<file path="config.mk">
export PLATFORM = sky130hd
export DESIGN_NAME = shp_ram
export DESIGN_NICKNAME = d
export VERILOG_FILES = /design/src/design/shp_ram.sv
export SDC_FILE = /design/constraint.sdc
export NUM_CORES = 1
export LEC_CHECK = 0
export ABC_CLOCK_PERIOD_IN_PS = 2390
export BUFFER_PORTS_ARGS = -buffer_cell sky130_fd_sc_hd__buf_2
export CELL_PAD_IN_SITES_DETAIL_PLACEMENT = 0
export CELL_PAD_IN_SITES_GLOBAL_PLACEMENT = 1
export CORE_MARGIN = 3
export CORE_UTILIZATION = 25
export CTS_CLUSTER_SIZE = 12
export DETAILED_ROUTE_END_ITERATION = 7
export PLACE_DENSITY_LB_ADDON = 0.1
export SYNTH_ARGS = -nofsm -noshare
export SYNTH_HDL_FRONTEND = slang
export SYNTH_SLANG_ARGS = --single-unit
</file>
<file path="constraint.sdc">
create_clock -name clk_i -period 2.39 [get_ports clk_i]
set_input_delay 0.5975 -clock clk_i [delete_from_list [all_inputs] [get_ports clk_i]]
set_output_delay 0.5975 -clock clk_i [all_outputs]
set_load 0.01 [all_outputs]
</file>
<file path="src/design/shp_ram.sv">
`timescale 1ns / 1ps

module shp_ram #(
  parameter int unsigned WIDTH = 8,
  parameter int unsigned DEPTH = 64
) (
  input  logic                     clk_i,
  input  logic                     we_i,
  input  logic [$clog2(DEPTH)-1:0] waddr_i,
  input  logic [WIDTH-1:0]         wdata_i,
  input  logic [$clog2(DEPTH)-1:0] raddr_i,
  output logic [WIDTH-1:0]         rdata_o
);

  logic [WIDTH-1:0] mem_q [DEPTH];
  logic [WIDTH-1:0] rdata_q;

  // one write port, one registered read port
  always_ff @(posedge clk_i) begin
    if (we_i) begin
      mem_q[waddr_i] <= wdata_i;
    end
    rdata_q <= mem_q[raddr_i];
  end

  assign rdata_o = rdata_q;

endmodule

</file>
Word-level counts from Yosys, hierarchy flattened
Memory sizes are Yosys's and may differ from the RTL's. A register that Yosys moved wholly into a read port is not among the register bits.
Cells that the tools add are included.
{ "totals": {"input_bits": 22, "out_inout_bits": 8, "n_memories": 1, "ff_bits": 0, "ramBits": 512} }
{ "memory_table": {"columns": ["memory", "depth", "width", "read_ports", "rd_clocked_by_memory_dff", "wr", "line_no", "text"], "rows": [
  ["mem_q", 64, 8, 1, 1, 1, "15", "logic [WIDTH-1:0] mem_q [DEPTH];"]
]} }
{ "op_classes": {"mux": 2} }
{ "ops": {"columns": ["op", "count"], "rows": [
  ["$mux 1", 2]
]} }

Depth between registers and ports, before layout
Gate-level depths: netlist (run 1).
{ "depth": {"word_depth": 2, "depth_mapped": 9} }

Worst setup path before layout (run 1)
OpenSTA, ideal clock, no wires.
{ "synth_path": {"path_kind": "in2reg", "from": "in raddr_i[1]", "to": "reg rdata_q[3] (netlist: rdata_o[3]), read port of mem_q", "setup_ps": 128, "path_slack_ps": 125, "path_buffers": 3, "arrival_ps": 2137, "cell_stages": 7, "path_cell_list": "buf_4 > buf_2 > buf_2 > mux4_2 > mux4_2 > o21ai_1 > o41ai_1"} }
{ "synth_rtl": {"columns": ["item", "line_no", "text"], "rows": [
  ["from (decl)", "11", "input logic [$clog2(DEPTH)-1:0] raddr_i,"],
  ["to (decl)", "16", "logic [WIDTH-1:0] rdata_q;"]
]} }

==> key figures, run 1 <==
Status
  • Status: finished, final reports clean

Critical path
  • Crit path arrival time: between 2 and 3 ns
  • Startpoint type of the worst setup path: input pin
  • Crit Path Category: input pin to register
  • CP max FO: 25
  • CP required: ~2.8 ns
  • CP Capture Type: register

Route
  • Wire length per cell: approximately 25 um
  • Routed WL: around 57 mm
  • Antenna viol nets, final: 0
  • DRT Pass-1 Iters: 5
  • DR iter-0 viols: 816
  • Drt drc: 0
  • Via density: approximately 4.4
  • Vias: a little under 10000

Clock tree
  • CTS tree: built
  • Hold Buf Count CTS: 0
  • Root Driver: clkbuf_16
  • Post-cts resize count: 1
  • Inserted Clock Buffers: between 50 and 60
  • Clk sinks: 520
  • H-Tree Depth: 2
  • Clock slew at reported path FFs: 0.06 ns
  • Setup bufs post-CTS: 0
  • Longest Clk Path Bufs: 3
  • Clock Latency Late Sink: 0.62 ns

Placement
  • Detailed Place HPWL: between 30 and 40 mm
  • IO buf count: 29
  • Routability cong.: 0.7212

Yosys
  • Yosys top cell by area: edfxtp_1
  • Post-Synthesis Cells: 940
  • Top_reg_cell synth: edfxtp_1
  • Ys Warns: 0
  • Synthesized cell area: a little over 20000 um^2
  • Post-synth top cells: 512 x edfxtp_1, 126 x mux4_2, 83 x nor2_1, 23 x mux2i_1, 19 x nand2_1
  • Ys async rst share: 0%
  • Post-synth EDFFs: just over 500
  • Top-count cell post-synth: edfxtp_1
  • Area contributors post-synth: edfxtp_1 76%, mux4_2 14%, nor2_1 1.5%
  • Post-Syn Nets: a little under 1000
  • Top-area cell type share of the netlist area: 76.24%
  • Synth unique cells: 40
  • #FFs+latches synth: 520
  • Register area share after synthesis: between 70 and 80%
  • Avg Inst Size Synth: 21.45 um^2

STA
  • Final count of negative-setup-slack endpoints: 0
  • Tcrit/Tclk final: a little over nine tenths
  • Setup TNS: 0 ns
  • Clock Skew: a little over 0.02 ns
  • Slew headroom: between 40% and 50%
  • Slew Viols, Final: 0
  • Min Tclk post-route: between 2 and 2.5 ns
  • Max Clk Rate: 442.0 MHz
  • Final Hold Vio Count: 0
  • Slew @ Worst Pin: 0.7841 ns
  • RSZ-0062 raised after global routing: no

Global routing
  • Gr ovfl total: 0
  • Initial antenna violation count: 2
  • First-pass GRT wire length: just over 80 mm
  • Overall global routing resource usage: around 13%
  • Largest net degree at the start of global routing: 65
  • Vias in the first global route: approximately 10000

Die
  • Initial Utilization: 25.40%
  • I/O pin count: 30
  • Full die area: about 84000 um^2
  • Die W: approximately 290 um
  • Row count: a little over 100
  • Core area: about 79000 um^2
  • Die H: approximately 290 um

Run
  • MaxCap Viol Count: 0

Pwr
  • Peak supply drop: around 0.00053 V
  • Leak: roughly 7.9 nW
  • Final total power: about 20 mW
  • Pwr/cell area: 794.9 nW/um^2

Final layout
  • Fillcell total: ~7700
  • Share of layout cells above drive strength 1: a little over a third
  • Number of diodes: 0
  • NumNets Final: about 1200
  • Area delta synth->final: 22.43%

Min path
  • Hold WC Path Type: input pin to register
critical path, stage by stage:
cell and delay (ns):
buf_12 0.23, buf_12 0.17, mux4_2 0.48, nor2b_1 0.18
a2111oi_0 0.66, buf_4 0.22, o41ai_1 0.14
metrics by stage:
| stage | instance area, um^2 | hold WS [ns] | std cells | worst slack [ns] | util, % |
|---|---|---|---|---|---|
| after global routing | 24690 | 0.4609 | 2252 | 0.02517 | 31.10 |
| final | 24690 | 0.4629 | 2252 | 0.1275 | 31.10 |
| after CTS | 24690 | 0.4678 | 2252 | 0.07505 | 31.10 |
| after global placement | 22930 | 0.8250 | 2149 | -0.7050 | 28.89 |
| after floorplan | 20170 | 0.6964 | 940 | 0.1248 | - |
| after detailed placement | 22930 | 0.8081 | 2149 | -0.6762 | 28.89 |
state kept, by name, indices dropped and copies added (netlist names):
signal	count
rdata_o	8
mem_q	512
area by class of cell:
| type | count | area, um^2 | share of cell area [%] |
|---|---|---|---|
| multi-input combinational | 369 | 4315 | 17.48 |
| sequential | 520 | 15530 | 62.92 |
| clock inverter | 22 | 172.7 | 0.6993 |
| tap | 1050 | 1314 | 5.321 |
| clock buffer | 81 | 1579 | 6.395 |
| timing repair buffer | 210 | 1774 | 7.186 |
kinds of logic after synthesis:
family | share of synthesized area [%]
multiplexers | 15.94
flip-flops | 77.03
buffers and inverters | 1.570
AO/OA/AOI/OAI | 2.072
AND/OR/NAND/NOR | 3.387
layout by cell type (no fill, tap or decap), types with 14 or more instances in the layout:
| cell type | Yosys | layout |
|---|---|---|
| buf_12 | 2 | 21 |
| buf_4 | 13 | 163 |
| nor2b_1 | 14 | 14 |
| mux2i_1 | 23 | 23 |
| edfxtp_1 | 512 | 512 |
| clkbuf_1 | 17 | 20 |
| nor2_1 | 83 | 83 |
| mux4_2 | 126 | 126 |
| nand2_1 | 19 | 19 |
| clkbuf_16 | 0 | 59 |
| buf_2 | 11 | 26 |
path summary, 6_finish.rpt:
path,from,end,slack (ns),cells after the start
max,raddr_i[0],rdata_o[5],0.13,7
min,wdata_i[6],mem_q[60][6],0.46,2
max reg2reg,mem_q[3][5],rdata_o[5],0.22,5
min reg2reg,mem_q[19][2],rdata_o[2],0.81,4
power by group:
group / total [mW] / leakage (nW) / internal, mW / switching [mW]
Combinational: 1.18 / 2.40 / 0.498 / 0.679
Clock: 8.32 / 0.859 / 4.78 / 3.54
Sequential: 10.1 / 4.67 / 10.1 / 0.0327
routing by layer:
| metal | global-route usage, % | vias to the layer above | share of wire, % |
|---|---|---|---|
| met5 | 0 | - | 0 |
| met4 | 3.196 | 0 | 1.9 |
| li1 | - | 4368 | - |
| met2 | 21.63 | 182 | 48 |
| met3 | 2.288 | 71 | 3.8 |
| met1 | 19.04 | 5250 | 47 |
Power figures use the tool's default switching activity.
==> run 2: changes to the inputs <==
--- a/config.mk
+++ b/config.mk
@@ -9,7 +9,6 @@
 export BUFFER_PORTS_ARGS = -buffer_cell sky130_fd_sc_hd__buf_2
 export CELL_PAD_IN_SITES_DETAIL_PLACEMENT = 0
 export CELL_PAD_IN_SITES_GLOBAL_PLACEMENT = 1
-export CORE_MARGIN = 3
 export CORE_UTILIZATION = 25
 export CTS_CLUSTER_SIZE = 12
 export DETAILED_ROUTE_END_ITERATION = 7
==> run 2 against run 1 <==
  * Total power grew 0.93%
  * Die area down 2.7%
  * Combinational power about the same
==> key figures, run 2 (synthesis results as in run 1) <==
STA
  • Max Clk Rate: 428.2 MHz (-3.1%)
  • Slew @ Worst Pin: 0.9685 ns (+0.1844 ns)
  • Final count of negative-setup-slack endpoints: 0 (unchanged)
  • Final Hold Vio Count: 0 (unchanged)
  • Tcrit/Tclk final: 97.72% (+3.1 points)
  • Final Worst Setup Slack: 0.05450 ns (-0.07298 ns)
  • Setup TNS: 0 ns (unchanged)
  • Hold_ws: 0.4103 ns (-0.05254 ns)
  • Min Tclk post-route: 2.335 ns (+0.07298 ns)
  • Clock Skew: 0.02398 ns (+0.003502 ns)
  • RSZ-0062 raised after global routing: no
  • Slew headroom: 34.59% (-12 points)
  • Slew Viols, Final: 0 (unchanged)

Global routing
  • Initial antenna violation count: 4 (+2)
  • First-pass GRT wire length: 81.08 mm (about the same)
  • Met1 GRT Util: 20.02% (+0.99 points)
  • M3 GR Usage: 2.097% (-0.19 points)
  • Gr ovfl total: 0 (unchanged)
  • Overall global routing resource usage: 14.06% (+0.61 points)
  • Vias in the first global route: 10650 (+1.9%)
  • Largest net degree at the start of global routing: 65 (unchanged)
  • GRT busiest layer: met2
  • Met2 Track Usage GR: 22.61% (+0.98 points)

Die
  • Initial Utilization: 25.40% (unchanged)
  • I/O pin count: 30 (unchanged)
  • Die W: 286.0 um (-1.4%)
  • Die H: 286.0 um (-1.4%)
  • Core area: 79390 um^2 (unchanged)
  • Full die area: 81810 um^2 (-2.7%)
  • Row count: 103 (unchanged)

Route
  • Via density: 4.397 (+0.31%)
  • Vias: 9972 (+1.0%)
  • DRT Pass-1 Iters: 5 (unchanged)
  • DR iter-0 viols: 680 (-17%)
  • Antenna viol nets, final: 0 (unchanged)
  • Wire length per cell: 25.00 um (-0.60%)
  • Routed WL: 56.70 mm (+0.11%)
  • Drt drc: 0 (unchanged)

Critical path
  • CP max FO: 27 (+8.0%)
  • Crit Path Category: input pin to register
  • CP peak stage delay: 0.87 ns (+0.21 ns)
  • CP Cell Sequence: buf_8 -> buf_12 -> buf_4 -> buf_4 -> mux4_2 -> o22ai_1 -> buf_4 -> o41ai_1
  • Crit path arrival time: 2.75 ns (+0.04 ns)
  • R2R setup slack: 0.31 ns (+0.09 ns)
  • Slowest CP cell: o41ai_1
  • Cell mode on critical path: buf_4
  • Startpoint type of the worst setup path: input pin
  • CP required: 2.80 ns (-0.04 ns)
  • CP Capture Type: register

Clock tree
  • Longest Clk Path Bufs: 3 (unchanged)
  • Setup bufs post-CTS: 0 (unchanged)
  • Clock slew at reported path FFs: 0.06 ns (about the same)
  • Inserted Clock Buffers: 57 (-1.7%)
  • CTS tree: built
  • H-Tree Depth: 2 (unchanged)
  • Hold Buf Count CTS: 0 (unchanged)
  • Clock Latency Late Sink: 0.62 ns (about the same)
  • Post-cts resize count: 0 (-1)
  • Root Driver: clkbuf_16
  • Clk sinks: 520 (unchanged)

Final layout
  • Most frequent cells in the layout: 512 x edfxtp_1, 170 x buf_4, 126 x mux4_2, 83 x nor2_1, 59 x clkbuf_16
  • Commonest non-fill, non-tap cell in the layout: edfxtp_1
  • NumNets Final: 1190 (+0.76%)
  • Most flop-heavy register: mem_q
  • Area delta synth->final: 23.20%
  • Max reg flops: 512 (unchanged)
  • Post-Layout Cell Count: 2268 (+0.71%)
  • Share of layout cells above drive strength 1: 36.15% (+0.71 points)
  • Fillcell total: 7733 (-0.026%)

Pwr
  • Pwr/cell area: 797.3 nW/um^2 (+0.30%)
  • Final total power: 19.81 mW (+0.93%)
  • Peak supply drop: 0.0004751 V (-9.8%)
  • Leak: 8.017 nW (+1.0%)

Placement
  • Placement Setup Slack: -0.6309 ns (+0.04525 ns)
  • Placed Cells: 2159 (+0.47%)
  • IO buf count: 29 (unchanged)
  • Detailed Place HPWL: 37.36 mm (+1.2%)
  • Routability cong.: 0.7198 (-0.19%)

Status
  • Status: finished, final reports clean

Min path
  • Hold WC Path Type: input pin to register

Run
  • MaxCap Viol Count: 0 (unchanged)
## run 2: metrics by stage
step | util (%) | cell area (um^2)
after CTS | 31.29 | 24840
after global routing | 31.29 | 24840
after detailed placement | 29.03 | 23050
final | 31.30 | 24850
after floorplan | - | 20170
after global placement | 29.03 | 23050
## run 2: final timing paths
| path | end | start | cells after the start |
|---|---|---|---|
| worst max register to register | rdata_o[3] | mem_q[34][3] | 4 |
| worst max-delay path | rdata_o[3] | raddr_i[0] | 8 |
| worst min register to register | rdata_o[1] | mem_q[23][1] | 4 |
| worst min-delay path | rdata_o[1] | raddr_i[5] | 3 |
## run 2: worst max-delay path, delay by kind of cell
family	cells	cell delay, ns
AO/OA/AOI/OAI	2	0.95
buffers and inverters	5	0.81
multiplexers	1	0.35
## run 2: per-layer routing
metal | vias up | part of all wire (%)
met5 | - | 0
met4 | 0 | 1.7
met3 | 68 | 3.4
met2 | 153 | 47
met1 | 5358 | 47
li1 | 4393 | -
## run 2: power by group
group | switching [mW] | leakage, nW | total, mW | internal [mW]
registers | 0.0347 | 4.67 | 10.1 | 10.1
clock network | 3.58 | 0.883 | 8.50 | 4.91
logic | 0.677 | 2.46 | 1.18 | 0.508
total | 4.29 | 8.02 | 19.8 | 15.5
## run 2: cell type report
type	instances	area, um^2	share of cell area (%)
Multi-Input combinational cell	369	4315	17.37
Timing Repair Buffer	220	1882	7.574
Tap cell	1050	1314	5.288
Sequential cell	520	15530	62.53
Clock buffer	77	1574	6.335
Antenna cell	1	2.502	0.01007
Clock inverter	31	222.7	0.8964
