`config.mk`:
```
export PLATFORM = sky130hd
export DESIGN_NAME = shp_cmd_fifo
export DESIGN_NICKNAME = d
export VERILOG_FILES = /design/src/design/shp_pkg.sv /design/src/design/shp_cmd_fifo.sv
export SDC_FILE = /design/constraint.sdc
export NUM_CORES = 1
export LEC_CHECK = 0
export ABC_CLOCK_PERIOD_IN_PS = 3350
export BUFFER_PORTS_ARGS = -buffer_cell sky130_fd_sc_hd__buf_2
export CAP_MARGIN = 20
export CORE_MARGIN = 5
export CORE_UTILIZATION = 52
export CTS_CLUSTER_SIZE = 14
export DETAILED_ROUTE_END_ITERATION = 8
export GPL_ROUTABILITY_DRIVEN = 1
export GPL_TIMING_DRIVEN = 0
export PLACE_DENSITY_LB_ADDON = 0.1
export RECOVER_POWER = 25
export SYNTH_ARGS = -nofsm -noshare
export SYNTH_HDL_FRONTEND = slang
export SYNTH_SLANG_ARGS = --single-unit
```
`constraint.sdc`:
```
create_clock -name clk_i -period 3.35 [get_ports clk_i]
set_input_delay 1.005 -clock clk_i [delete_from_list [all_inputs] [get_ports clk_i]]
set_output_delay 1.005 -clock clk_i [all_outputs]
set_load 0.005 [all_outputs]
```
`src/design/shp_pkg.sv`:
```
`timescale 1ns / 1ps

package shp_pkg;

  // table geometry
  localparam int unsigned SLOTS         = 1024;
  localparam int unsigned SLOT_AW       = 10;
  localparam int unsigned MAX_KEY_BYTES = 64;
  localparam int unsigned KEY_AW        = 6;
  localparam int unsigned LEN_W         = 7;
  localparam int unsigned CNT_W         = 11;
  localparam int unsigned LG_W          = 4;
  localparam int unsigned KBUF_AW       = KEY_AW + 1;
  localparam int unsigned KBUF_DEPTH    = 2 * MAX_KEY_BYTES;
  localparam int unsigned SBYTES_AW     = SLOT_AW + KEY_AW;
  localparam int unsigned SBYTES_DEPTH  = SLOTS * MAX_KEY_BYTES;
  localparam int unsigned META_W        = LEN_W + 1;

  // capacity limits
  localparam logic [LG_W-1:0] LG_MIN   = 4'd1;
  localparam logic [LG_W-1:0] LG_MAX   = 4'd10;
  localparam logic [LG_W-1:0] LG_RESET = 4'd10;

  // fnv-1a constants
  localparam logic [31:0] HASH_BASIS = 32'd2166136261;
  localparam logic [31:0] HASH_PRIME = 32'd16777619;

  // operation codes
  localparam logic [1:0] MODE_INSERT = 2'd0;
  localparam logic [1:0] MODE_LOOKUP = 2'd1;
  localparam logic [1:0] MODE_CLEAR  = 2'd2;

  // command passed from front to back
  typedef struct packed {
    logic              clear;
    logic              lookup;
    logic              too_long;
    logic              bank;
    logic [LEN_W-1:0]  len;
    logic [31:0]       hash;
  } cmd_t;

  // key buffer bank handed back by the back end
  typedef struct packed {
    logic valid;
    logic bank;
  } rel_t;

  typedef struct packed {
    logic full;
    logic empty;
  } fifo_stat_t;

  typedef struct packed {
    logic             found;
    logic             inserted;
    logic             duplicate;
    logic             table_full;
    logic             key_too_long;
    logic [CNT_W-1:0] key_count;
  } res_t;

  typedef enum logic [2:0] {
    B_INIT,
    B_IDLE,
    B_SWEEP,
    B_META,
    B_CHECK,
    B_CMP,
    B_COPY,
    B_RESULT
  } back_state_e;

endpackage

```
`src/design/shp_cmd_fifo.sv`:
```
`timescale 1ns / 1ps

module shp_cmd_fifo (
  input  logic                     clk_i,
  input  logic                     rst_ni,
  input  logic                     push_i,
  input  shp_pkg::cmd_t            cmd_i,
  input  logic                     pop_i,
  output shp_pkg::cmd_t            cmd_o,
  output shp_pkg::fifo_stat_t      stat_o
);

  shp_pkg::cmd_t entry_q [2];
  logic          wptr_q, wptr_d;
  logic          rptr_q, rptr_d;
  logic [1:0]    cnt_q, cnt_d;

  // pointer and fill count update
  always_comb begin
    wptr_d = wptr_q;
    rptr_d = rptr_q;
    cnt_d  = cnt_q;
    if (push_i) begin
      wptr_d = ~wptr_q;
    end
    if (pop_i) begin
      rptr_d = ~rptr_q;
    end
    if (push_i && !pop_i) begin
      cnt_d = cnt_q + 2'd1;
    end else if (!push_i && pop_i) begin
      cnt_d = cnt_q - 2'd1;
    end
  end

  always_ff @(posedge clk_i or negedge rst_ni) begin
    if (!rst_ni) begin
      wptr_q <= 1'b0;
      rptr_q <= 1'b0;
      cnt_q  <= 2'd0;
    end else begin
      wptr_q <= wptr_d;
      rptr_q <= rptr_d;
      cnt_q  <= cnt_d;
    end
  end

  // entry storage
  always_ff @(posedge clk_i) begin
    if (push_i) begin
      entry_q[wptr_q] <= cmd_i;
    end
  end

  assign cmd_o        = entry_q[rptr_q];
  assign stat_o.full  = (cnt_q == 2'd2);
  assign stat_o.empty = (cnt_q == 2'd0);

endmodule

```
## After elaboration in Yosys (flattened, before gate mapping)

Memories as Yosys holds them, arrays and structs flattened.
Index checks and enable logic that the tools add are counted.

- Register bits after elaboration: 4
- Latch bits: 0
- Bits in writable memories: 86
- Bits in read-only memories: 0
- Logic and storage cells: 19
- Memories kept: 1

Memories:

| memory | depth | bits a word | rd ports | clocked after Yosys merged registers in | write ports | line | RTL |
|---|---|---|---|---|---|---|---|
| entry_q | 2 | 43 | 1 | 0 | 1 | shp_cmd_fifo.sv:13 | `shp_pkg::cmd_t entry_q [2];` |

- Add/subtract/negate cells: 2
- Multiply operators: 0
- Div/mod/pow operators: 0
- Order comparisons: 0
- Eq/ne operators: 1
- Shifts and indexed selects: 0
- Multiplexer cells: 4
- Bitwise logic cells: 2
- Reductions and logical operators: 6

Operator list:

| kind | number |
|---|---|
| $mux W2 | 2 |
| $add A2 B1 Y2 const B | 1 |
| $eq A2 B2 Y1 const B | 1 |
| $logic_and A1 B1 Y1 | 2 |
| $logic_not A1 Y1 | 2 |
| $logic_not A2 Y1 | 1 |
| $mux W1 | 2 |
| $not A1 Y1 | 2 |
| $reduce_bool A2 Y1 | 1 |
| $sub A2 B1 Y2 const B | 1 |

## Longest topological paths before layout

Gate-level depths: netlist of run 1.

- Word-level depth: 4
- Mapped depth: 5
- Mapped depth without buffers: 5

## Least setup slack after synthesis of run 1

No wires, ideal clock.

- Kind: in2reg
- From: in push_i
- To: mem entry_q[0][0] in the netlist's numbering, enable pin
- Library setup time: 449 ps
- Arrival time: 2922 ps
- Required time: 2901 ps
- Setup slack: -21 ps
- Stages on the path: 1
- Buffers on the path: 0
- Cells stage by stage: nor2b_1

- Longest elaborated chain between the ends: 2

RTL lines:

| item | line | RTL |
|---|---|---|
| from (decl) | shp_cmd_fifo.sv:6 | `input logic push_i,` |
| $mux W1 | shp_cmd_fifo.sv:50 | `if (push_i) begin` |
| $mux W1 (not written as such) | shp_cmd_fifo.sv:51 | `entry_q[wptr_q] <= cmd_i;` |
| to (decl) | shp_cmd_fifo.sv:13 |  |

Every way passes these cells.

==> results.md, run 1 <==
- Post-Syn Area per Cell: 23.27 um2
- Starting Density: 54.35%
- Post-CTS setup buffer count: 0
- Post-CTS sizing: 0
- Deepest clock path buffer count: 2
- Synth-to-Final Area Change: 23.51%
- Worst-path cell chain: buf_6 > buf_12 > mux2_4 > buf_2
- Slew headroom: 50.80%
- Drt total wl: 5.578 mm
- Primary FF master, synth: edfxtp_1
- Sw power: 910.3 uW
- Yosys cell types: 13
- Critical R2R Capture: entry_q[0][2]
- Core area: 0.006422 mm2
- Number of nets still failing antenna checks after routing: 0
- Global-route wire length before repair: 8.811 mm
- Internal: 2569 uW
- Vias after detailed routing: 1642
- Class of the most critical setup path: register to output pin
- # setup viols final: 0
- Worst setup path endpoint: cmd_o[22]
- CP arrival: 1.44 ns
- Clock Power Share: 21.6%
- Maxcap violations: 0
- # diodes: 0
- Initial antenna violation count: 0
- H-tree depth: 3
- Yosys reg bits: 90
- Synth Instances: 150
- CP max stage cell: dfrtp_1
- Area leader, netlist: edfxtp_1
- Synth top area share: 73.98%
- Reg power frac: 44.9%
- DRT Pass-1 Iters: 4
- # IOs: 92
- Top cells by count, synth: edfxtp_1 (86), mux2_4 (39)
- Sequential cell area fraction in the yosys report: 76.85%
- Largest fanout on the critical path: 10
- Iter 0 DRT Violations: 50
- Worst slew pin tran: 0.7364 ns
- EDFF count, synth: 86
- Met3 GRT Util: 4.173%
- RSZ-0062 raised after global routing: false
- CP startpoint kind: register
- Number of port buffers: 91
- Clk root buf: clkbuf_8
- Fraction of layout cells with a size suffix above 1: 59.07%
- Busiest grt layer: met2
- Largest net degree at the start of global routing: 23
- Vias in the first global route: 1708
- Syn_nets: 198
- Setup slack, reg-to-reg: 1.75 ns
- Die area: 0.008452 mm2
- Peak VDD IR: 0.4929 mV
- CP required: 2.34 ns
- CTS tree: yes
- CTS Sinks: 90
- Latest clock arrival within the worst-skew pair: 0.34 ns
- Post-CTS Hold Buffers: 0
- YS warnings: 0
- GRT Overall Usage: 13.79%
- Total Power: 3480 uW
- Max Transition Viols Final: 0
- Cell area after synthesis: 0.003491 mm2
- TNS Setup: 0 ns
- Cells on worst reg2reg path: 2
- Post-DP HPWL: 3.806 mm
- Pleak: 0.001761 uW
- Nets@finish: 302
- Final worst slack: 0.9027 ns
- Largest stage delay on the critical path: 0.38 ns
- Hold WC Path Type: input pin to async pin
- Power density cells: 807.0 mW/mm2
- Final hold vios: 0
- Async set-reset flop share out of synthesis: 4.444%
- Clk_skew: 0.009210 ns
- Count leader, synth: edfxtp_1
- Worst R2R Start: wptr_q
- Met2 GRT Util: 22.51%
- Die height: 91.94 um
- RePlAce Congestion: 0.7030
- Comb power frac: 33.5%
- Grt total ovfl: 0
- Dpl ws: 0.9811 ns
- Number of buffers created by CTS: 9
- Max Freq: 408.6 MHz
- Via/cell ratio: 4.887
- Avg WL per Cell: 16.60 um
- Run status: completed
- Grt met1 use: 16.99%
- Worst-path clk slew: 0.08 ns
- Largest cells by area after synthesis: edfxtp_1 (74%), mux2_4 (17%), dfrtp_1 (2.9%), buf_12 (2.3%), mux2_2 (1.3%)
- Final Cycle Share: 73.05%
- DR DRC count: 0
- Min Tclk post-route: 2.447 ns
- Die width: 91.94 um
- Critical Path Source: rptr_q
- Sw Share: 26.16%
- Worst Setup End Kind: output pin
- Rows: 29
-- how the worst min path moves through the flow --
stage | start | endpoint | slack (ns) | cells past startpoint
after floorplan | cnt_q[1] | cnt_q[1] | 0.46 | 1
after global placement | cnt_q[1] | cnt_q[1] | 0.47 | 1
after detailed placement | cnt_q[1] | cnt_q[1] | 0.50 | 1
after CTS | rst_ni | cnt_q[1] | 0.44 | 1
after global routing | rst_ni | cnt_q[1] | 0.49 | 1
final | rst_ni | cnt_q[1] | 0.50 | 1
-- flip-flops by register name, indices dropped and copies added (netlist names) --
name / cells
cnt_q: 2
entry_q: 86
wptr_q: 1
rptr_q: 1
-- cell families (layout without fill, tap and decap cells) --
kind of cell | Yosys count | after routing | share of synthesized area [%]
buffers and inverters | 6 | 115 | 2.724
flip-flops | 90 | 90 | 76.85
adder cells (fa/ha/maj) | 1 | 1 | 0.3584
AND/OR/NAND/NOR | 5 | 5 | 0.7528
XOR/XNOR | 5 | 5 | 1.254
multiplexers | 43 | 43 | 18.06
-- routing by layer --
metal | part of all wire [%] | vias up
met5 | 0 | -
met4 | 1.3 | 0
met3 | 7.0 | 6
met2 | 51 | 52
met1 | 41 | 789
li1 | - | 795
-- critical path, delay by kind of cell, from the launching register on --
family | cells | cell delay, ns
buffers and inverters | 3 | 0.44
flip-flops | 1 | 0.38
multiplexers | 1 | 0.29
-- per-stage QoR --
step	cell area (um2)	util [%]	std cells	hold slack, ns
after global routing	4312	67.13	336	0.4885
final	4312	67.13	336	0.4954
after global placement	4045	62.98	318	0.4739
after CTS	4319	67.25	336	0.4446
after detailed placement	4106	63.94	320	0.5007
after floorplan	3493	-	150	0.4563
-- power by group through the flow --
stage | Sequential, uW | Combinational [uW] | Clock [uW]
6_report | 1560 | 1170 | 752
5_1_grt | 1580 | 1250 | 825
4_1_cts | 1570 | 1200 | 771
3_5_place_dp | 1590 | 1190 | 0
3_3_place_gp | 1590 | 1140 | 0
2_1_floorplan | 1580 | 787 | 0
-- cell usage in the layout, fill, tap and decap left out, types with 2 or more instances in the layout --
master	instances
edfxtp_1	86
mux2_4	39
buf_12	4
clkbuf_1	6
nor2_1	2
dfrtp_1	4
mux2_2	4
buf_2	85
buf_16	2
xor2_1	4
clkbuf_8	11
clkinv_4	2
-- final cells by class --
cell class / count / area, um2
clock buffer: 11 / 151.4
tap: 77 / 96.34
timing repair buffer: 93 / 503.0
clock inverter: 5 / 61.31
multi-input combinational: 54 / 721.9
fill: 439 / 2111
buffer: 5 / 91.34
inverter: 1 / 3.754
sequential: 90 / 2683
No activity file was read; power rests on OpenSTA's default activity.
==> run 2, diff against run 1 <==
--- a/config.mk
+++ b/config.mk
@@ -5,11 +5,11 @@
 export SDC_FILE = /design/constraint.sdc
 export NUM_CORES = 1
 export LEC_CHECK = 0
-export ABC_CLOCK_PERIOD_IN_PS = 3350
+export ABC_CLOCK_PERIOD_IN_PS = 2050
 export BUFFER_PORTS_ARGS = -buffer_cell sky130_fd_sc_hd__buf_2
 export CAP_MARGIN = 20
 export CORE_MARGIN = 5
-export CORE_UTILIZATION = 52
+export CORE_UTILIZATION = 47
 export CTS_CLUSTER_SIZE = 14
 export DETAILED_ROUTE_END_ITERATION = 8
 export GPL_ROUTABILITY_DRIVEN = 1
==> constraint.sdc (replaced) <==
create_clock -name clk_i -period 2.05 [get_ports clk_i]
set_input_delay 0.615 -clock clk_i [delete_from_list [all_inputs] [get_ports clk_i]]
set_output_delay 0.615 -clock clk_i [all_outputs]
set_load 0.005 [all_outputs]
==> results.md, run 2 (synthesis results as in run 1) <==
- Maxcap violations: 0
- Grt total ovfl: 0
- Final hold vios: 0
- Drt total wl: 5.623 mm
- Run status: completed
- Peak VDD IR: 0.6884 mV
- Worst slew pin tran: 1.043 ns
- Largest net degree at the start of global routing: 44
- Post-DP HPWL: 3.575 mm
- Max reg flops: 86
- Deepest clock path buffer count: 2
- Number of nets still failing antenna checks after routing: 0
- Iter 0 DRT Violations: 33
- Via/cell ratio: 4.688
- Worst Setup End Kind: output pin
- DRT Pass-1 Iters: 3
- Post-CTS Hold Buffers: 0
- Avg WL per Cell: 15.66 um
- Nets@finish: 303
- Final worst slack: 0.002001 ns
- Total Power: 6332 uW
- RePlAce Congestion: 0.6745
- Die width: 96.18 um
- Clk_skew: 0.008755 ns
- CP arrival: 1.43 ns
- CTS tree: yes
- Clk root buf: clkbuf_8
- Class of the most critical setup path: register to output pin
- Synth-to-Final Area Change: 32.58%
- # IOs: 92
- CP max stage cell: dfrtp_1
- Global-route wire length before repair: 8.355 mm
- # diodes: 0
- Most frequent cells in the layout: edfxtp_1 (86), buf_2 (44), buf_6 (43)
- Power density cells: 1368 mW/mm2
- Reg power frac: 40.4%
- Vias in the first global route: 1782
- Dpl ws: -0.0005967 ns
- Worst-path cell chain: buf_6 > buf_12 > mux2_4 > buf_6
- Max Freq: 488.3 MHz
- Internal: 4784 uW
- Min Tclk post-route: 2.048 ns
- Buffers plus inverters on the worst setup path: 3
- Worst-path clk slew: 0.07 ns
- Slew headroom: 30.49%
- # setup viols final: 0
- CTS Sinks: 90
- Most flops, register: entry_q
- Latest clock arrival within the worst-skew pair: 0.34 ns
- Number of port buffers: 91
- Vias after detailed routing: 1683
- GRT Overall Usage: 12.44%
- Number of buffers created by CTS: 9
- Sw power: 1548 uW
- Core area: 0.007253 mm2
- CP startpoint kind: register
- Die height: 96.18 um
- Largest stage delay on the critical path: 0.37 ns
- Worst R2R Start: wptr_q
- H-tree depth: 3
- Hold WS: 0.1091 ns
- Final Cell Area: 0.004628 mm2
- RSZ-0062 raised after global routing: true
- Sw Share: 24.44%
- Cell family with most CP delay: buffers and inverters
- Critical Path Source: rptr_q
- Final Cycle Share: 99.90%
- Regs by FF count: entry_q: 86 flops, cnt_q: 2 flops
- Top cell by count, worst path: buf_6
- Comb power frac: 38.1%
- Initial antenna violation count: 0
- Clock Power Share: 21.5%
- DP Area: 0.004099 mm2
- CP required: 1.43 ns
- Largest fanout on the critical path: 10
- Rows: 31
- Max Transition Viols Final: 0
- Fraction of layout cells with a size suffix above 1: 58.46%
- Die area: 0.009251 mm2
- Starting Density: 48.13%
- Hold WC Path Type: input pin to async pin
- Commonest non-fill, non-tap cell in the layout: edfxtp_1
- Pleak: 0.001869 uW
- DR DRC count: 0
-- run 2: per-stage QoR --
step / instances / util (%) / setup TNS, ns
2_1_floorplan: 150 / - / 0
3_5_place_dp: 341 / 56.51 / -0.005832
6_report: 359 / 63.81 / 0
4_1_cts: 359 / 63.31 / -0.7509
3_3_place_gp: 340 / 56.24 / -9.020
5_1_grt: 359 / 63.81 / -2.690
-- run 2: power groups by stage --
stage	registers (uW)	clock network, uW	logic, uW
2_1_floorplan	2570	0	1290
3_5_place_dp	2600	0	1910
3_3_place_gp	2590	0	1890
4_1_cts	2560	1410	2380
5_1_grt	2600	1500	2580
6_report	2560	1360	2410
-- run 2: path summary, 6_finish.rpt --
path,endpoint,slack [ns],depth (start not counted)
worst max-delay path,cmd_o[12],0.002,4
worst min-delay path,cnt_q[1],0.11,1
worst max register to register,entry_q[1][29],0.37,1
worst min register to register,cnt_q[1],0.50,1
max in group asynchronous,rptr_q,1.75,1
min in group clk_i,entry_q[1][5],0.46,1
-- run 2: area by class of cell --
| class | count | area [um2] |
|---|---|---|
| plain buffers | 5 | 91.34 |
| clock buffers | 11 | 131.4 |
| clock inverters | 5 | 102.6 |
| fillers | 534 | 2625 |
| inverters | 1 | 3.754 |
| multi-input cells | 54 | 733.2 |
| flip-flops and latches | 90 | 2683 |
| well taps | 99 | 123.9 |
| repair buffers | 94 | 759.5 |
-- run 2: what timing repair did --
item                       4_1_cts  5_1_grt
setup endpoints to repair       39       42
buffers inserted                 2        0
resized for setup               37        8
-- run 2: routing by layer --
layer	wire length (um)	up-vias	global-route usage [%]
met1	2188	824	14.45
met2	2927	56	20.87
li1	-	794	-
met5	0	-	0
met3	418	9	3.831
met4	89	0	6.043
==> run 3, diff against run 2 <==
--- a/config.mk
+++ b/config.mk
@@ -9,7 +9,7 @@
 export BUFFER_PORTS_ARGS = -buffer_cell sky130_fd_sc_hd__buf_2
 export CAP_MARGIN = 20
 export CORE_MARGIN = 5
-export CORE_UTILIZATION = 47
+export CORE_UTILIZATION = 35
 export CTS_CLUSTER_SIZE = 14
 export DETAILED_ROUTE_END_ITERATION = 8
 export GPL_ROUTABILITY_DRIVEN = 1
==> results.md, run 3 (synthesis results as in run 1) <==
- Latest clock arrival within the worst-skew pair: 0.34 ns
- Failing checks: negative setup slack
- Max Freq: 480.0 MHz
- H-tree depth: 3
- Number of port buffers: 91
- Max Transition Viols Final: 0
- Min Tclk post-route: 2.083 ns
- Clk root buf: clkbuf_8
- # setup viols final: 39
- Number of nets still failing antenna checks after routing: 0
- Die area: 0.01207 mm2
- Worst-path clk slew: 0.09 ns
- Class of the most critical setup path: register to output pin
- Core area: 0.009729 mm2
- Final Cell Area: 0.004596 mm2
- Final hold vios: 0
- DP Area: 0.004161 mm2
- Top sig layer: met5
- CP startpoint kind: register
- Largest net degree at the start of global routing: 30
- Run status: complete, but fails checks
- Worst Setup End Kind: output pin
- Most frequent cells in the layout: edfxtp_1 (86), buf_2 (47), mux2_4 (39), buf_6 (39), clkbuf_8 (9)
- Post-CTS Hold Buffers: 0
- Non-filler cells, final: 392
- Worst R2R Start: wptr_q
- CTS Sinks: 90
- Hold WC Path Type: input pin to async pin
- Avg WL per Cell: 15.55 um
- CTS tree: yes
- Die height: 109.9 um
- Iter 0 DRT Violations: 56
- RSZ-0062 raised after global routing: true
- Placed cell count: 376
- # diodes: 0
- Commonest non-fill, non-tap cell in the layout: edfxtp_1
- Drt total wl: 6.096 mm
- Nets@finish: 302
- # IOs: 92
- Deepest clock path buffer count: 2
- Starting Density: 35.88%
- CP arrival: 1.47 ns
- Synth-to-Final Area Change: 31.65%
- Max reg flops: 86
- Final worst slack: -0.03338 ns
- Vias after detailed routing: 1685
- CP required: 1.43 ns
- Setup slack, reg-to-reg: 0.51 ns
- Fraction of layout cells with a size suffix above 1: 58.69%
- RePlAce Congestion: 0.6438
- Grt total ovfl: 0
- Rows: 36
- DRT Pass-1 Iters: 4
- Clk_skew: 0.006778 ns
- Die width: 109.9 um
- Metal3 WL: 483 um
- Via/cell ratio: 4.298
- Final Cycle Share: 101.6%
- Power density cells: 1326 mW/mm2
- Number of buffers created by CTS: 9
- Cells on worst reg2reg path: 2
- Hold WS: 0.09096 ns
- Critical R2R Capture: entry_q[0][16]
- Regs by FF count: entry_q: 86 flops, cnt_q: 2 flops
- Vias in the first global route: 1798
- Post-DP HPWL: 3.990 mm
- Peak VDD IR: 0.5512 mV
- GRT Overall Usage: 10.28%
- Most flops, register: entry_q
- Initial antenna violation count: 1
- Slew headroom: 58.54%
- Worst slew pin tran: 0.6205 ns
- Global-route wire length before repair: 8.997 mm
- DR DRC count: 0
- Dpl ws: 0.1068 ns
- WL met1: 2.497 mm
- Fillers: 878
- WL met2: 3.015 mm
- Pleak: 0.001830 uW
- Largest fanout on the critical path: 10
- Maxcap violations: 0
==> run 3: cell types whose count changed in the layout (fill, tap and decap cells not counted), sizes merged <==
cell | previous run | this run
clkbuf | 16 | 13
buf | 94 | 95
clkinv | 2 | 3
bufinv | 3 | 1
inv | 1 | 3
==> run 3: metal layers <==
metal  up-vias  global-route usage, %
li1        788                      -
met1       830                  12.02
met2        54                  16.51
met3        11                  3.758
met4         2                  5.343
met5         -                      0
==> run 3: cell type report <==
type | count | area [um2] | share of cell area [%]
plain buffers | 5 | 95.09 | 2.069
repair buffers | 93 | 733.2 | 15.95
flip-flops and latches | 90 | 2683 | 58.37
clock inverters | 6 | 65.06 | 1.416
well taps | 133 | 166.4 | 3.621
inverters | 1 | 3.754 | 0.08168
clock buffers | 10 | 127.6 | 2.777
multi-input cells | 54 | 721.9 | 15.71
==> run 3: where the power goes <==
| part | internal (uW) | switching [uW] | leakage [uW] | total (uW) |
|---|---|---|---|---|
| Combinational | 1470 | 891 | 0.000877 | 2360 |
| Clock | 569 | 618 | 0.0000987 | 1190 |
| Sequential | 2440 | 106 | 0.000854 | 2550 |
==> run 3: worst max-delay path by stage <==
| stage | start | to | slack, ns |
|---|---|---|---|
| 6_report | rptr_q | cmd_o[7] | -0.03 |
| 5_1_grt | rptr_q | cmd_o[9] | -0.10 |
| 4_1_cts | rptr_q | cmd_o[7] | -0.06 |
| 3_5_place_dp | push_i | entry_q[0][28] | 0.11 |
| 3_3_place_gp | push_i | entry_q[0][28] | -0.27 |
| 2_1_floorplan | push_i | entry_q[0][0] | 0.35 |
==> run 3: through the flow <==
stage | TNS (ns) | total power, uW | utilization (%)
6_report | -0.9815 | 6092 | 47.24
5_1_grt | -3.659 | 6405 | 47.24
4_1_cts | -2.083 | 6205 | 47.26
3_5_place_dp | 0 | 4575 | 42.77
3_3_place_gp | -15.01 | 4527 | 42.36
2_1_floorplan | 0 | 3861 | -
==> run 3: worst max-delay path: stages, from the launching register on <==
cell and delay [ns]:
dfrtp_1 0.39, buf_8 0.15, buf_12 0.15, mux2_4 0.31, buf_6 0.12
==> run 3: what timing repair did <==
| action | in CTS | in global routing |
|---|---|---|
| setup buffers | 0 | 0 |
| cloned | 0 | 0 |
| resized for setup | 39 | 1 |
| endpoints found under the setup margin | 39 | 40 |
| pin swaps | 0 | 0 |
