`config.mk`:
```
export PLATFORM = sky130hd
export DESIGN_NAME = shp_front_flat
export DESIGN_NICKNAME = d
export VERILOG_FILES = /design/src/design/shp_pkg.sv /design/src/design/shp_if.sv /design/src/design/shp_front.sv /design/src/flat_wrapper.sv
export SDC_FILE = /design/constraint.sdc
export NUM_CORES = 1
export LEC_CHECK = 0
export ABC_AREA = 0
export BUFFER_PORTS_ARGS = -buffer_cell sky130_fd_sc_hd__buf_4
export CAP_MARGIN = 40
export CORE_ASPECT_RATIO = 1.5
export CORE_MARGIN = 8
export CORE_UTILIZATION = 29
export CTS_BUF_LIST = sky130_fd_sc_hd__clkbuf_4
export CTS_CLUSTER_DIAMETER = 30
export DETAILED_ROUTE_END_ITERATION = 10
export PLACE_DENSITY = 0.56
export SKIP_CTS_REPAIR_TIMING = 1
export SLEW_MARGIN = 5
export SYNTH_ARGS = -nofsm -noshare
export SYNTH_HDL_FRONTEND = slang
export SYNTH_SLANG_ARGS = --single-unit
```
`constraint.sdc`:
```
create_clock -name clk_i -period 7 [get_ports clk_i]
set_clock_uncertainty 0.15 [all_clocks]
set_input_delay 0.7 -clock clk_i [delete_from_list [all_inputs] [get_ports clk_i]]
set_output_delay 0.7 -clock clk_i [all_outputs]
set_load 0.005 [all_outputs]
```
`src/design/shp_pkg.sv`:
```
`timescale 1ns / 1ps

package shp_pkg;

  // table geometry
  localparam int unsigned SLOTS         = 1024;
  localparam int unsigned SLOT_AW       = 10;
  localparam int unsigned MAX_KEY_BYTES = 64;
  localparam int unsigned KEY_AW        = 6;
  localparam int unsigned LEN_W         = 7;
  localparam int unsigned CNT_W         = 11;
  localparam int unsigned LG_W          = 4;
  localparam int unsigned KBUF_AW       = KEY_AW + 1;
  localparam int unsigned KBUF_DEPTH    = 2 * MAX_KEY_BYTES;
  localparam int unsigned SBYTES_AW     = SLOT_AW + KEY_AW;
  localparam int unsigned SBYTES_DEPTH  = SLOTS * MAX_KEY_BYTES;
  localparam int unsigned META_W        = LEN_W + 1;

  // capacity limits
  localparam logic [LG_W-1:0] LG_MIN   = 4'd1;
  localparam logic [LG_W-1:0] LG_MAX   = 4'd10;
  localparam logic [LG_W-1:0] LG_RESET = 4'd10;

  // fnv-1a constants
  localparam logic [31:0] HASH_BASIS = 32'd2166136261;
  localparam logic [31:0] HASH_PRIME = 32'd16777619;

  // operation codes
  localparam logic [1:0] MODE_INSERT = 2'd0;
  localparam logic [1:0] MODE_LOOKUP = 2'd1;
  localparam logic [1:0] MODE_CLEAR  = 2'd2;

  // command passed from front to back
  typedef struct packed {
    logic              clear;
    logic              lookup;
    logic              too_long;
    logic              bank;
    logic [LEN_W-1:0]  len;
    logic [31:0]       hash;
  } cmd_t;

  // key buffer bank handed back by the back end
  typedef struct packed {
    logic valid;
    logic bank;
  } rel_t;

  typedef struct packed {
    logic full;
    logic empty;
  } fifo_stat_t;

  typedef struct packed {
    logic             found;
    logic             inserted;
    logic             duplicate;
    logic             table_full;
    logic             key_too_long;
    logic [CNT_W-1:0] key_count;
  } res_t;

  typedef enum logic [2:0] {
    B_INIT,
    B_IDLE,
    B_SWEEP,
    B_META,
    B_CHECK,
    B_CMP,
    B_COPY,
    B_RESULT
  } back_state_e;

endpackage

```
`src/design/shp_if.sv`:
```
`timescale 1ns / 1ps

interface shp_req_if;
  logic       valid;
  logic       ready;
  logic [1:0] mode;
  logic [7:0] key_byte;
  logic       last;
  modport source (output valid, output mode, output key_byte, output last, input ready);
  modport sink (input valid, input mode, input key_byte, input last, output ready);
endinterface


```
`src/design/shp_front.sv`:
```
`timescale 1ns / 1ps

module shp_front (
  input  logic                         clk_i,
  input  logic                         rst_ni,
  input  logic                         init_done_i,
  shp_req_if.sink                      req,
  input  logic                         fifo_full_i,
  input  shp_pkg::rel_t                rel_i,
  output shp_pkg::cmd_t                cmd_o,
  output logic                         cmd_push_o,
  output logic                         kbuf_we_o,
  output logic [shp_pkg::KBUF_AW-1:0]  kbuf_waddr_o,
  output logic [7:0]                   kbuf_wdata_o
);

  logic [shp_pkg::LEN_W-1:0] len_q, len_d;
  logic                      ovf_q, ovf_d;
  logic [31:0]               hash_q, hash_d;
  logic                      bank_q, bank_d;
  logic [1:0]                busy_q, busy_d;

  logic                      accept;
  logic [7:0]                lc_byte;
  logic [31:0]               hash_mix;
  logic                      room;
  logic [shp_pkg::LEN_W-1:0] len_next;
  logic                      ovf_next;

  // a new key may only fill a bank the back end has released
  assign req.ready = init_done_i && !fifo_full_i && !busy_q[bank_q];
  assign accept    = req.valid && req.ready;

  // ascii lowercase and hash step
  assign lc_byte  = (req.key_byte >= 8'h41 && req.key_byte <= 8'h5A) ?
                    (req.key_byte + 8'h20) : req.key_byte;
  assign hash_mix = (hash_q ^ {24'd0, lc_byte}) * shp_pkg::HASH_PRIME;
  assign room     = (len_q < shp_pkg::LEN_W'(shp_pkg::MAX_KEY_BYTES));
  assign len_next = room ? (len_q + 7'd1) : len_q;
  assign ovf_next = ovf_q || !room;

  assign kbuf_waddr_o = {bank_q, len_q[shp_pkg::KEY_AW-1:0]};
  assign kbuf_wdata_o = lc_byte;

  // byte intake and command build
  always_comb begin
    len_d       = len_q;
    ovf_d       = ovf_q;
    hash_d      = hash_q;
    bank_d      = bank_q;
    busy_d      = busy_q;
    cmd_push_o  = 1'b0;
    kbuf_we_o   = 1'b0;
    cmd_o       = '0;
    if (rel_i.valid) begin
      busy_d[rel_i.bank] = 1'b0;
    end
    if (accept) begin
      case (req.mode)
        shp_pkg::MODE_CLEAR: begin
          cmd_push_o = 1'b1;
          cmd_o.clear = 1'b1;
          len_d  = '0;
          ovf_d  = 1'b0;
          hash_d = shp_pkg::HASH_BASIS;
        end
        shp_pkg::MODE_INSERT, shp_pkg::MODE_LOOKUP: begin
          kbuf_we_o = room;
          if (req.last) begin
            cmd_push_o     = 1'b1;
            cmd_o.lookup   = (req.mode == shp_pkg::MODE_LOOKUP);
            cmd_o.too_long = ovf_next;
            cmd_o.bank     = bank_q;
            cmd_o.len      = len_next;
            cmd_o.hash     = hash_mix;
            busy_d[bank_q] = 1'b1;
            bank_d = ~bank_q;
            len_d  = '0;
            ovf_d  = 1'b0;
            hash_d = shp_pkg::HASH_BASIS;
          end else begin
            len_d  = len_next;
            ovf_d  = ovf_next;
            hash_d = hash_mix;
          end
        end
        default: begin
        end
      endcase
    end
  end

  always_ff @(posedge clk_i or negedge rst_ni) begin
    if (!rst_ni) begin
      len_q  <= '0;
      ovf_q  <= 1'b0;
      hash_q <= shp_pkg::HASH_BASIS;
      bank_q <= 1'b0;
      busy_q <= 2'b00;
    end else begin
      len_q  <= len_d;
      ovf_q  <= ovf_d;
      hash_q <= hash_d;
      bank_q <= bank_d;
      busy_q <= busy_d;
    end
  end

endmodule

```
`src/flat_wrapper.sv`:
```
// flat-port wrapper written by rule: the top's interface ports become plain ports
module shp_front_flat 
  (clk_i, rst_ni, init_done_i, fifo_full_i, rel_i, cmd_o, cmd_push_o, kbuf_we_o, kbuf_waddr_o, kbuf_wdata_o, req_valid, req_mode, req_key_byte, req_last, req_ready);
  shp_req_if req_i ();
  input  logic clk_i;
  input  logic rst_ni;
  input  logic init_done_i;
  input  logic fifo_full_i;
  input  shp_pkg::rel_t rel_i;
  output shp_pkg::cmd_t cmd_o;
  output logic cmd_push_o;
  output logic kbuf_we_o;
  output logic [shp_pkg::KBUF_AW-1:0] kbuf_waddr_o;
  output logic [7:0] kbuf_wdata_o;
  input wire logic [$bits(req_i.valid)-1:0] req_valid;
  input wire logic [$bits(req_i.mode)-1:0] req_mode;
  input wire logic [$bits(req_i.key_byte)-1:0] req_key_byte;
  input wire logic [$bits(req_i.last)-1:0] req_last;
  output wire logic [$bits(req_i.ready)-1:0] req_ready;
  assign req_i.valid = req_valid;
  assign req_i.mode = req_mode;
  assign req_i.key_byte = req_key_byte;
  assign req_i.last = req_last;
  assign req_ready = req_i.ready;
  shp_front u_core (.clk_i(clk_i), .rst_ni(rst_ni), .init_done_i(init_done_i), .req(req_i), .fifo_full_i(fifo_full_i), .rel_i(rel_i), .cmd_o(cmd_o), .cmd_push_o(cmd_push_o), .kbuf_we_o(kbuf_we_o), .kbuf_waddr_o(kbuf_waddr_o), .kbuf_wdata_o(kbuf_wdata_o));
endmodule
```
# After elaboration in Yosys (flattened, before gate mapping)
# Cells that the tools add are included.
dict set report op_classes {
  mul 1
  mux 27
  add_sub_neg 2
  n_bitwise 5
  order_cmp 7
  eq_ne 2
  reduce_logical 15
}
# op count
set ops {}
lappend ops {{$mux 42} 2}
lappend ops {{$pmux 32 s2} 1}
lappend ops {{$mux 43} 1}
lappend ops {{$mul 32x25->32 const B} 1}
lappend ops {{$mux 32} 1}
lappend ops {{$xor 32x8->32} 1}
lappend ops {{$mux 7} 2}
lappend ops {{$pmux 7 s2} 1}
lappend ops {{$mux 1} 10}
lappend ops {{$add 8x6->8 const B} 1}
lappend ops {{$ge 8x7->1 const B} 1}
lappend ops {{$le 8x7->1 const B} 1}
lappend ops {{$mux 2} 4}
lappend ops {{$mux 8} 1}
lappend ops {{$add 7x1->7 const B} 1}
lappend ops {{$lt 7x7->1 const B} 1}
lappend ops {{$logic_and 1x1->1} 6}
lappend ops {{$lt 1x2->1 const B} 2}
lappend ops {{$pmux 1 s2} 2}
lappend ops {{$logic_not 1->1} 3}
lappend ops {{$reduce_and 3->1} 1}
lappend ops {{$and 2x2->2} 1}
lappend ops {{$demux 1 s1} 2}
lappend ops {{$eq 2x1->1 const B} 1}
lappend ops {{other kinds (10)} 11}
dict set report totals {
  out_inout_bits 61
  in_bits 18
  register_bits 43
  wordCells 64
}

# Longest topological paths before layout
# Gate-level depths: netlist (run 1).
dict set report logic_depth {
  ltp_word 11
  mapped_depth 24
  mapped_depth_nobuf 23
}

# Least setup slack after synthesis (run 1)
# No wires, ideal clock.
dict set report synth_path {
  path_type {input to output}
  from {input req_key_byte[1]}
  to {output cmd_o[30] (netlist bit)}
  stages 24
  setup_slack_ns -0.264
  arrival_time_ns 6.414
  path_buffers 1
  cell_sequence {or4_1 -> nor2_2 -> nor3_1 -> or2_2 -> clkbuf_1 -> xor2_1 -> ha_1 -> ha_1 -> fa_1 -> ha_1 -> fa_1 -> ha_1 -> inv_1 -> fa_1 -> inv_1 -> ha_1 -> a21oi_1 -> o21bai_1 -> a211oi_1 -> a211oi_1 -> o41ai_2 -> o21ai_0 -> xnor2_1 -> nor2_1}
}
# item line_no
set synth_rtl {}
lappend synth_rtl {{start, declared} flat_wrapper.sv:17} ;# input wire logic [$bits(req_i.key_byte)-1:0] req_key_byte;
lappend synth_rtl {{end, declared} flat_wrapper.sv:10} ;# output shp_pkg::cmd_t cmd_o;

==> metrics.sh, run 1 <==
STATUS='finished, violations left'
VIOLATIONS='setup timing'
POST_ROUTE_CELLS_DRIVE_ABOVE_1_SHARE_PCT=28.7
CRIT_PATH_START_KIND='input port'
DETAIL_ROUTE.WIRELENGTH_UM=23100
FP.DIEAREA_SQ_UM=33000
CRIT-REG2REG-LAUNCH='u_core.hash_q[2]'
SLEW_VIOLATIONS=0
USE_MET2_PCT=26.8
WORSTHOLDPATHTYPE='in2async'
FINALWORSTSETUPSLACK_NS=-0.363
ROUTABILITYCONGESTION=0.901
CRIT_PATH_MAX_FANOUT=3
TIMING.FMAX_MHz=136
POSTSYNTH.ASYNCRESETSHARE_PCT=100
ANTENNA_FOUND_INITIAL=1
NUMBER_OF_CELLS_PRODUCED_BY_SYNTHESIS=889
SYNTH_FF_TYPE='dfrtp_1'
SETUP_VIOL=14
WIRE_LENGTH_OF_THE_FIRST_GLOBAL_ROUTING_PASS_UM=35700
CLK_LATENCY_NS=0.42
RR_ENDPOINT='u_core.hash_q[22]'
GRT_UTIL_MET3_PCT=1.45
DRT-WIRELENGTH-PER-CELL_UM=16.5
MULTIINPUTGATEAREA_SQ_UM=6480
SETUP-TNS-FINAL_NS=-3.63
FLOORPLAN.CORE_AREA_SQ_UM=27000
SYNTH_TOP_CELL_BY_AREA='ha_1'
FIN_NETS=1338
AREA_DELTA_SYNTH_FINAL_PCT=31.0
ROWS=74
DETAILEDROUTE.FIRSTITERATIONVIOLATIONS=137
POST-SYNTH-TOP-AREA-FRACTION_PCT=29.5
CLK_PIN_SLEW_WORST_PATHS_NS=0.16
DESIGN.PORTCOUNT=79
SYNTHESIS.AREA_SQ_UM=7920
FIN_CRIT_NS=7.36
SYNTH_EDF_COUNT=0
SLEW_HEADROOM_PCT=56.3
TIMING.FINAL.CRIT_SHARE_PCT=105
TIMING_WORST_SETUP_PATH_TYPE='in2out'
CTS-BUFFERS-INSERTED=5
AVERAGE_VIA_COUNT_PER_STANDARD_CELL=4.62
POST_SYNTH_NUM_CELL_TYPES=51
SYNTH_SEQ_CELLS=43
CLOCK_PATH_BUFFERS=2
DIE_WIDTH_UM=151
CLOCK_TREE_FROM_TRITONCTS='yes'
FIRST_GLOBAL_VIAS=6982
SYNTHESIS.NETS=1168
WORSTSETUPSTARTPOINT='req_key_byte[4]'
SETUP_REPAIR_AFTER_GLOBAL_ROUTING_MISSED_ITS_MARGIN='yes'
FRACTION_OF_THE_YOSYS_AREA_TAKEN_BY_SEQUENTIAL_CELLS_PCT=13.8
CRIT_PATH_END='cmd_o[30]'
SYN-MEAN-INSTANCE-AREA_SQ_UM=8.91
NFILLCELLS=2796
FINAL-HOLD-VIOLATION-COUNT=0
CLOCK_TREE.HTREE_LEVEL_COUNT=2
STARTING_DENSITY_OF_THE_CORE_PCT=29.3
POST-ROUTE-DRC-COUNT=0
OVERFLOW=0
DRTANTENNAVIOLNETS=0
BUFFER_PORTS.INSERTED=78
ROOT_BUFFER='clkbuf_4'
REG2REG_SETUP_SLACK_NS=1.14
WORST_SLEW_PIN_SLEW_NS=0.656
DPL.HPWL_UM=19100
WORST-ENDPOINT-ARRIVAL_NS=6.51
FF2FF_PATH_DEPTH=22
CLOCK_NET_SINK_COUNT=43
NUM_VIAS=6486
NUMBER_OF_MAX_CAP_VIOLATIONS=0
HEIGHT_OF_THE_DIE_UM=218
WORST_EP_REQUIRED_TIME_NS=6.15
REGAREA_SQ_UM=1090
GRT.BUSIEST_LAYER='met2'
GRT_START_MAX_NET_PINS=44
GRTUSAGEMET1_PCT=14.9
TIMING.CRITICAL_PATH.TO_TYPE='output port'
SYNTH-WARNING-COUNT=0
DRTPASS1ITERATIONS=4
ALL_LAYER_GLOBAL_ROUTING_USAGE_PCT=13.9
YOSYS-TOP-CELLS-AREA='ha_1 (30%), fa_1 (19%), inv_1 (10%)'
[synth_stat cells (4+ instances only)]
cell      number
a211oi_1       4
a21o_1        12
a21oi_1       44
a31oi_1        4
and3_1         9
buf_4         12
clkbuf_1      13
dfrtp_1       29
dfstp_2       14
fa_1          74
ha_1         187
inv_1        215
nand2_1       41
nand2b_1       6
nor2_1        74
nor3_1         8
o211ai_1       5
o21a_1         4
o21ai_0       32
o21bai_1       4
xnor2_1       31
xor2_1        27
[stage by stage]
step	utilization [%]	hold WS, ns	cell area (sq um)	instances	setup slack [ns]
after global placement	35.3	0.313	9550	1373	-0.674
after floorplan	-	0.254	8010	889	0.000965
after global routing	38.4	0.156	10400	1403	-0.584
after detailed placement	35.4	0.319	9580	1375	-0.696
after CTS	35.7	0.126	9660	1383	-0.711
final	38.4	0.138	10400	1403	-0.363
[worst min-delay path by stage]
stage	from	end	slack (ns)	depth (start not counted)
floorplan	rst_ni	u_core.bank_q	0.25	0
global placement	u_core.busy_q[1]	u_core.busy_q[1]	0.31	1
detailed placement	u_core.busy_q[1]	u_core.busy_q[1]	0.32	1
CTS	rst_ni	u_core.hash_q[3]	0.13	1
global route	rst_ni	u_core.len_q[2]	0.16	1
finish	rst_ni	u_core.hash_q[26]	0.14	1
[logic make-up (layout without fill, tap and decap cells)]
logic type,Yosys count,in the layout,share of synthesized area (%)
AOI/OAI and AO/OA,126,126,10.0
xor gates and xnor gates,60,60,6.82
adders and majority gates,261,261,48.2
buffers and inverters,241,412,12.0
DFF,43,43,13.8
muxes,3,3,0.411
other,0,1,0
and+or+nand+nor,155,155,8.66
[sequential cells by signal, indices dropped and copies added (netlist names)]
| name | flops |
|---|---|
| u_core.bank_q | 1 |
| u_core.len_q | 7 |
| u_core.busy_q | 2 |
| u_core.hash_q | 32 |
| u_core.ovf_q | 1 |
[final cells by class]
type                            instances  share of cell area, %
Tap cell                              342                   4.12
Clock inverter                          3                  0.422
Multi-Input combinational cell        605                   62.4
Sequential cell                        43                   10.5
Timing Repair Buffer                  189                   14.3
Inverter                              215                   7.78
Antenna cell                            1                 0.0241
Clock buffer                            5                  0.362
[cell usage in the layout (no fill, tap or decap), types with 5 or more instances in the layout]
cell type / instances
clkbuf_4: 5
dfstp_2: 14
fa_2: 5
xnor2_2: 6
dfrtp_1: 29
inv_2: 8
buf_4: 175
nand2_1: 41
inv_1: 207
o211ai_1: 5
and3_1: 9
xnor2_1: 27
a21oi_4: 7
ha_1: 162
buf_6: 11
fa_1: 69
a21o_1: 12
a21oi_2: 11
nor3_1: 6
ha_4: 21
xor2_1: 22
o21ai_0: 27
nor2_1: 72
a21oi_1: 29
[worst max-delay path, cell delays in order]
cell and delay [ns]:
buf_6 0.10, or4_4 0.56, nor2_4 0.14, o41a_1 0.34, xor2_2 0.27, ha_4 0.25, ha_4 0.26, fa_2 0.45
ha_4 0.18, fa_1 0.47, ha_1 0.30, inv_2 0.04, fa_1 0.51, inv_2 0.04, ha_4 0.21, a21oi_2 0.15
o21bai_2 0.11, a211oi_2 0.33, a211oi_2 0.17, o41ai_2 0.29, buf_4 0.18, o21ai_2 0.07, xnor2_2 0.14, nor2_1 0.11
buf_4 0.14
[routing by layer]
metal | wire [um] | vias up
li1 | - | 3158
met1 | 8820 | 3173
met2 | 12500 | 109
met3 | 754 | 46
met4 | 997 | 0
met5 | 0 | -
Power of run 1 is not shown: default switching activity piles up to over one toggle a cycle in this logic, so the estimate is an artifact.
==> run 2, diff against run 1 <==
--- a/config.mk
+++ b/config.mk
@@ -13,8 +13,10 @@
 export CORE_UTILIZATION = 29
 export CTS_BUF_LIST = sky130_fd_sc_hd__clkbuf_4
 export CTS_CLUSTER_DIAMETER = 30
+export CTS_CLUSTER_SIZE = 10
 export DETAILED_ROUTE_END_ITERATION = 10
 export PLACE_DENSITY = 0.56
+export SETUP_SLACK_MARGIN = 0.2
 export SKIP_CTS_REPAIR_TIMING = 1
 export SLEW_MARGIN = 5
 export SYNTH_ARGS = -nofsm -noshare
==> run 2 against run 1 <==
First-iteration DRC count up 43%. Cell count down 0.29%. The run still ends with setup timing left. Critical path depth up 1. Critical path type unchanged. Clock-buffer cell count unchanged. Fmax up 1.7%. Flip-flop and latch count unchanged. Via count down 1.5%. Non-clock buffer count down 4. Worst hold slack better by 0.0023 ns. Die area unchanged. Global-route usage up 0.054 points.
==> metrics.sh, run 2 (synthesized netlist as in run 1, its figures left out) <==
ROWS=74  # unchanged
SETUP_REPAIR_AFTER_GLOBAL_ROUTING_MISSED_ITS_MARGIN='yes'  # unchanged
FINALWORSTSETUPSLACK_NS=-0.236  # was -0.363 ns
WIRE_LENGTH_OF_THE_FIRST_GLOBAL_ROUTING_PASS_UM=35400  # was 35700 um
CLK_PIN_SLEW_WORST_PATHS_NS=0.16  # about the same
VIOLATIONS='setup timing'  # unchanged
CRIT_PATH_START_KIND='input port'  # unchanged
LARGEST_STAGE_DELAY_ON_THE_CRITICAL_PATH_NS=0.55  # was 0.56 ns
POST-ROUTE-DRC-COUNT=0  # unchanged
SETUP_VIOL=8  # was 14
LAYOUT_COMMON_CELLS='inv_1 (203), buf_4 (166), ha_1 (161)'  # was inv_1 (207), buf_4 (175), ha_1 (162)
LAYOUTNONFILLERINSTCOUNT=1399  # was 1403
SLEW_VIOLATIONS=0  # unchanged
CRIT_PATH_MAX_FANOUT=3  # unchanged
FIN_NETS=1334  # was 1338
CRIT-REG2REG-LAUNCH='u_core.hash_q[2]'  # unchanged
DPL.HPWL_UM=19100  # about the same
HEIGHT_OF_THE_DIE_UM=218  # unchanged
CTS-BUFFERS-INSERTED=5  # unchanged
ALL_LAYER_GLOBAL_ROUTING_USAGE_PCT=14.0  # was 13.9%
DESIGN.PORTCOUNT=79  # unchanged
TIMING.FINAL.CRIT_SHARE_PCT=103  # was 105%
CLOCK_NET_SINK_COUNT=43  # unchanged
WORST_SLEW_PIN_SLEW_NS=0.654  # was 0.656 ns
PLACE_INST=1372  # was 1375
SLEW_HEADROOM_PCT=56.4  # was 56.3%
GRT_START_MAX_NET_PINS=44  # unchanged
DIE_WIDTH_UM=151  # unchanged
ROOT_BUFFER='clkbuf_4'  # unchanged
CLOCK_PATH_BUFFERS=2  # unchanged
ROUTABILITYCONGESTION=0.856  # was 0.901
CLK_LATENCY_NS=0.40  # was 0.42 ns
WORST_EP_REQUIRED_TIME_NS=6.15  # about the same
SETUP-TNS-FINAL_NS=-1.19  # was -3.63 ns
ANTENNA_FOUND_INITIAL=1  # unchanged
TIMING_WORST_SETUP_PATH_TYPE='in2out'  # unchanged
FP.DIEAREA_SQ_UM=33000  # unchanged
DETAILEDROUTE.FIRSTITERATIONVIOLATIONS=196  # was 137
CLOCK_TREE.HTREE_LEVEL_COUNT=2  # unchanged
CRIT_FAMILY='adder cells'  # unchanged
TIMING.CRITICAL_PATH.TO_TYPE='output port'  # unchanged
DRTANTENNAVIOLNETS=0  # unchanged
BUFFER_PORTS.INSERTED=78  # unchanged
NFILLCELLS=2781  # was 2796
LARGESTREGISTERS='u_core.hash_q x32, u_core.len_q x7, u_core.busy_q x2'  # unchanged
FLOORPLAN.CORE_AREA_SQ_UM=27000  # unchanged
PLACED_AREA_SQ_UM=9710  # was 9580 sq um
POST_ROUTE_CELLS_DRIVE_ABOVE_1_SHARE_PCT=29.4  # was 28.7%
LARGEST_REGISTER_FFS=32  # unchanged
WORSTPATHBUFFERINVERTERCOUNT=7  # was 5
WORST-ENDPOINT-ARRIVAL_NS=6.39  # was 6.51 ns
TIMING.FMAX_MHz=138  # was 136 MHz
DRTPASS1ITERATIONS=4  # unchanged
AVERAGE_VIA_COUNT_PER_STANDARD_CELL=4.56  # was 4.62
DETAIL_ROUTE.WIRELENGTH_UM=22500  # was 23100 um
LAYOUT.CELLS.MOST_COMMON='inv_1'  # unchanged
STARTING_DENSITY_OF_THE_CORE_PCT=29.3  # unchanged
STATUS='finished, violations left'  # unchanged
WORSTSETUPSTARTPOINT='req_key_byte[4]'  # unchanged
NUM_VIAS=6386  # was 6486
NUMBER_OF_MAX_CAP_VIOLATIONS=0  # unchanged
LARGEST_REGISTER='u_core.hash_q'  # unchanged
WORSTHOLDPATHTYPE='in2async'  # unchanged
FIRST_GLOBAL_VIAS=6719  # was 6982
AREA_DELTA_SYNTH_FINAL_PCT=31.0  # about the same
CRITPATHSLOWESTCELL='fa_1'  # was or4_4
POST-ROUTE-CELL-AREA_SQ_UM=10400  # about the same
FINAL-HOLD-VIOLATION-COUNT=0  # unchanged
FIN_CRIT_NS=7.24  # was 7.36 ns
CLOCK_TREE_FROM_TRITONCTS='yes'  # unchanged
DRT-WIRELENGTH-PER-CELL_UM=16.1  # was 16.5 um
FIN_WORST_HOLD_SLACK_NS=0.140  # was 0.138 ns
OVERFLOW=0  # unchanged
==> run 2: cell count changes in the layout (fill, tap and decap cells not counted), sizes merged <==
cell and delta:
buf -4
==> run 2: area by class of cell <==
cell class	count	area [sq um]	area share [%]
timing repair buffer	185	1500	14.4
clock inverter	3	43.8	0.422
antenna	1	2.50	0.0241
sequential	43	1090	10.5
tap	342	428	4.12
inverter	215	807	7.78
clock buffer	5	37.5	0.362
multi-input combinational	605	6470	62.3
==> run 2: path summary, 6_finish.rpt <==
path,to,slack [ns],depth (start not counted)
setup / recovery,cmd_o[28],-0.24,26
hold reg to reg,u_core.busy_q[1],0.34,1
setup reg to reg,u_core.hash_q[23],0.93,24
min in group clk_i,u_core.busy_q[1],0.34,1
hold / removal,u_core.hash_q[26],0.14,1
max in group asynchronous,u_core.busy_q[1],6.12,1
==> run 2: metal layers <==
layer | vias to the layer above | global-route usage, % | routed length [um]
li1 | 3154 | - | -
met1 | 3115 | 15.8 | 8990
met2 | 88 | 26.0 | 12100
met3 | 29 | 1.61 | 614
met4 | 0 | 5.46 | 796
met5 | - | 0 | 0
==> run 2: per-stage QoR <==
step / worst slack (ns) / utilization [%]
floorplan: 0.172 / -
global placement: -0.616 / 35.7
detailed placement: -0.607 / 35.9
CTS: -0.614 / 36.2
global route: -0.435 / 38.4
finish: -0.236 / 38.4
Power of run 2 is left out for the same reason.
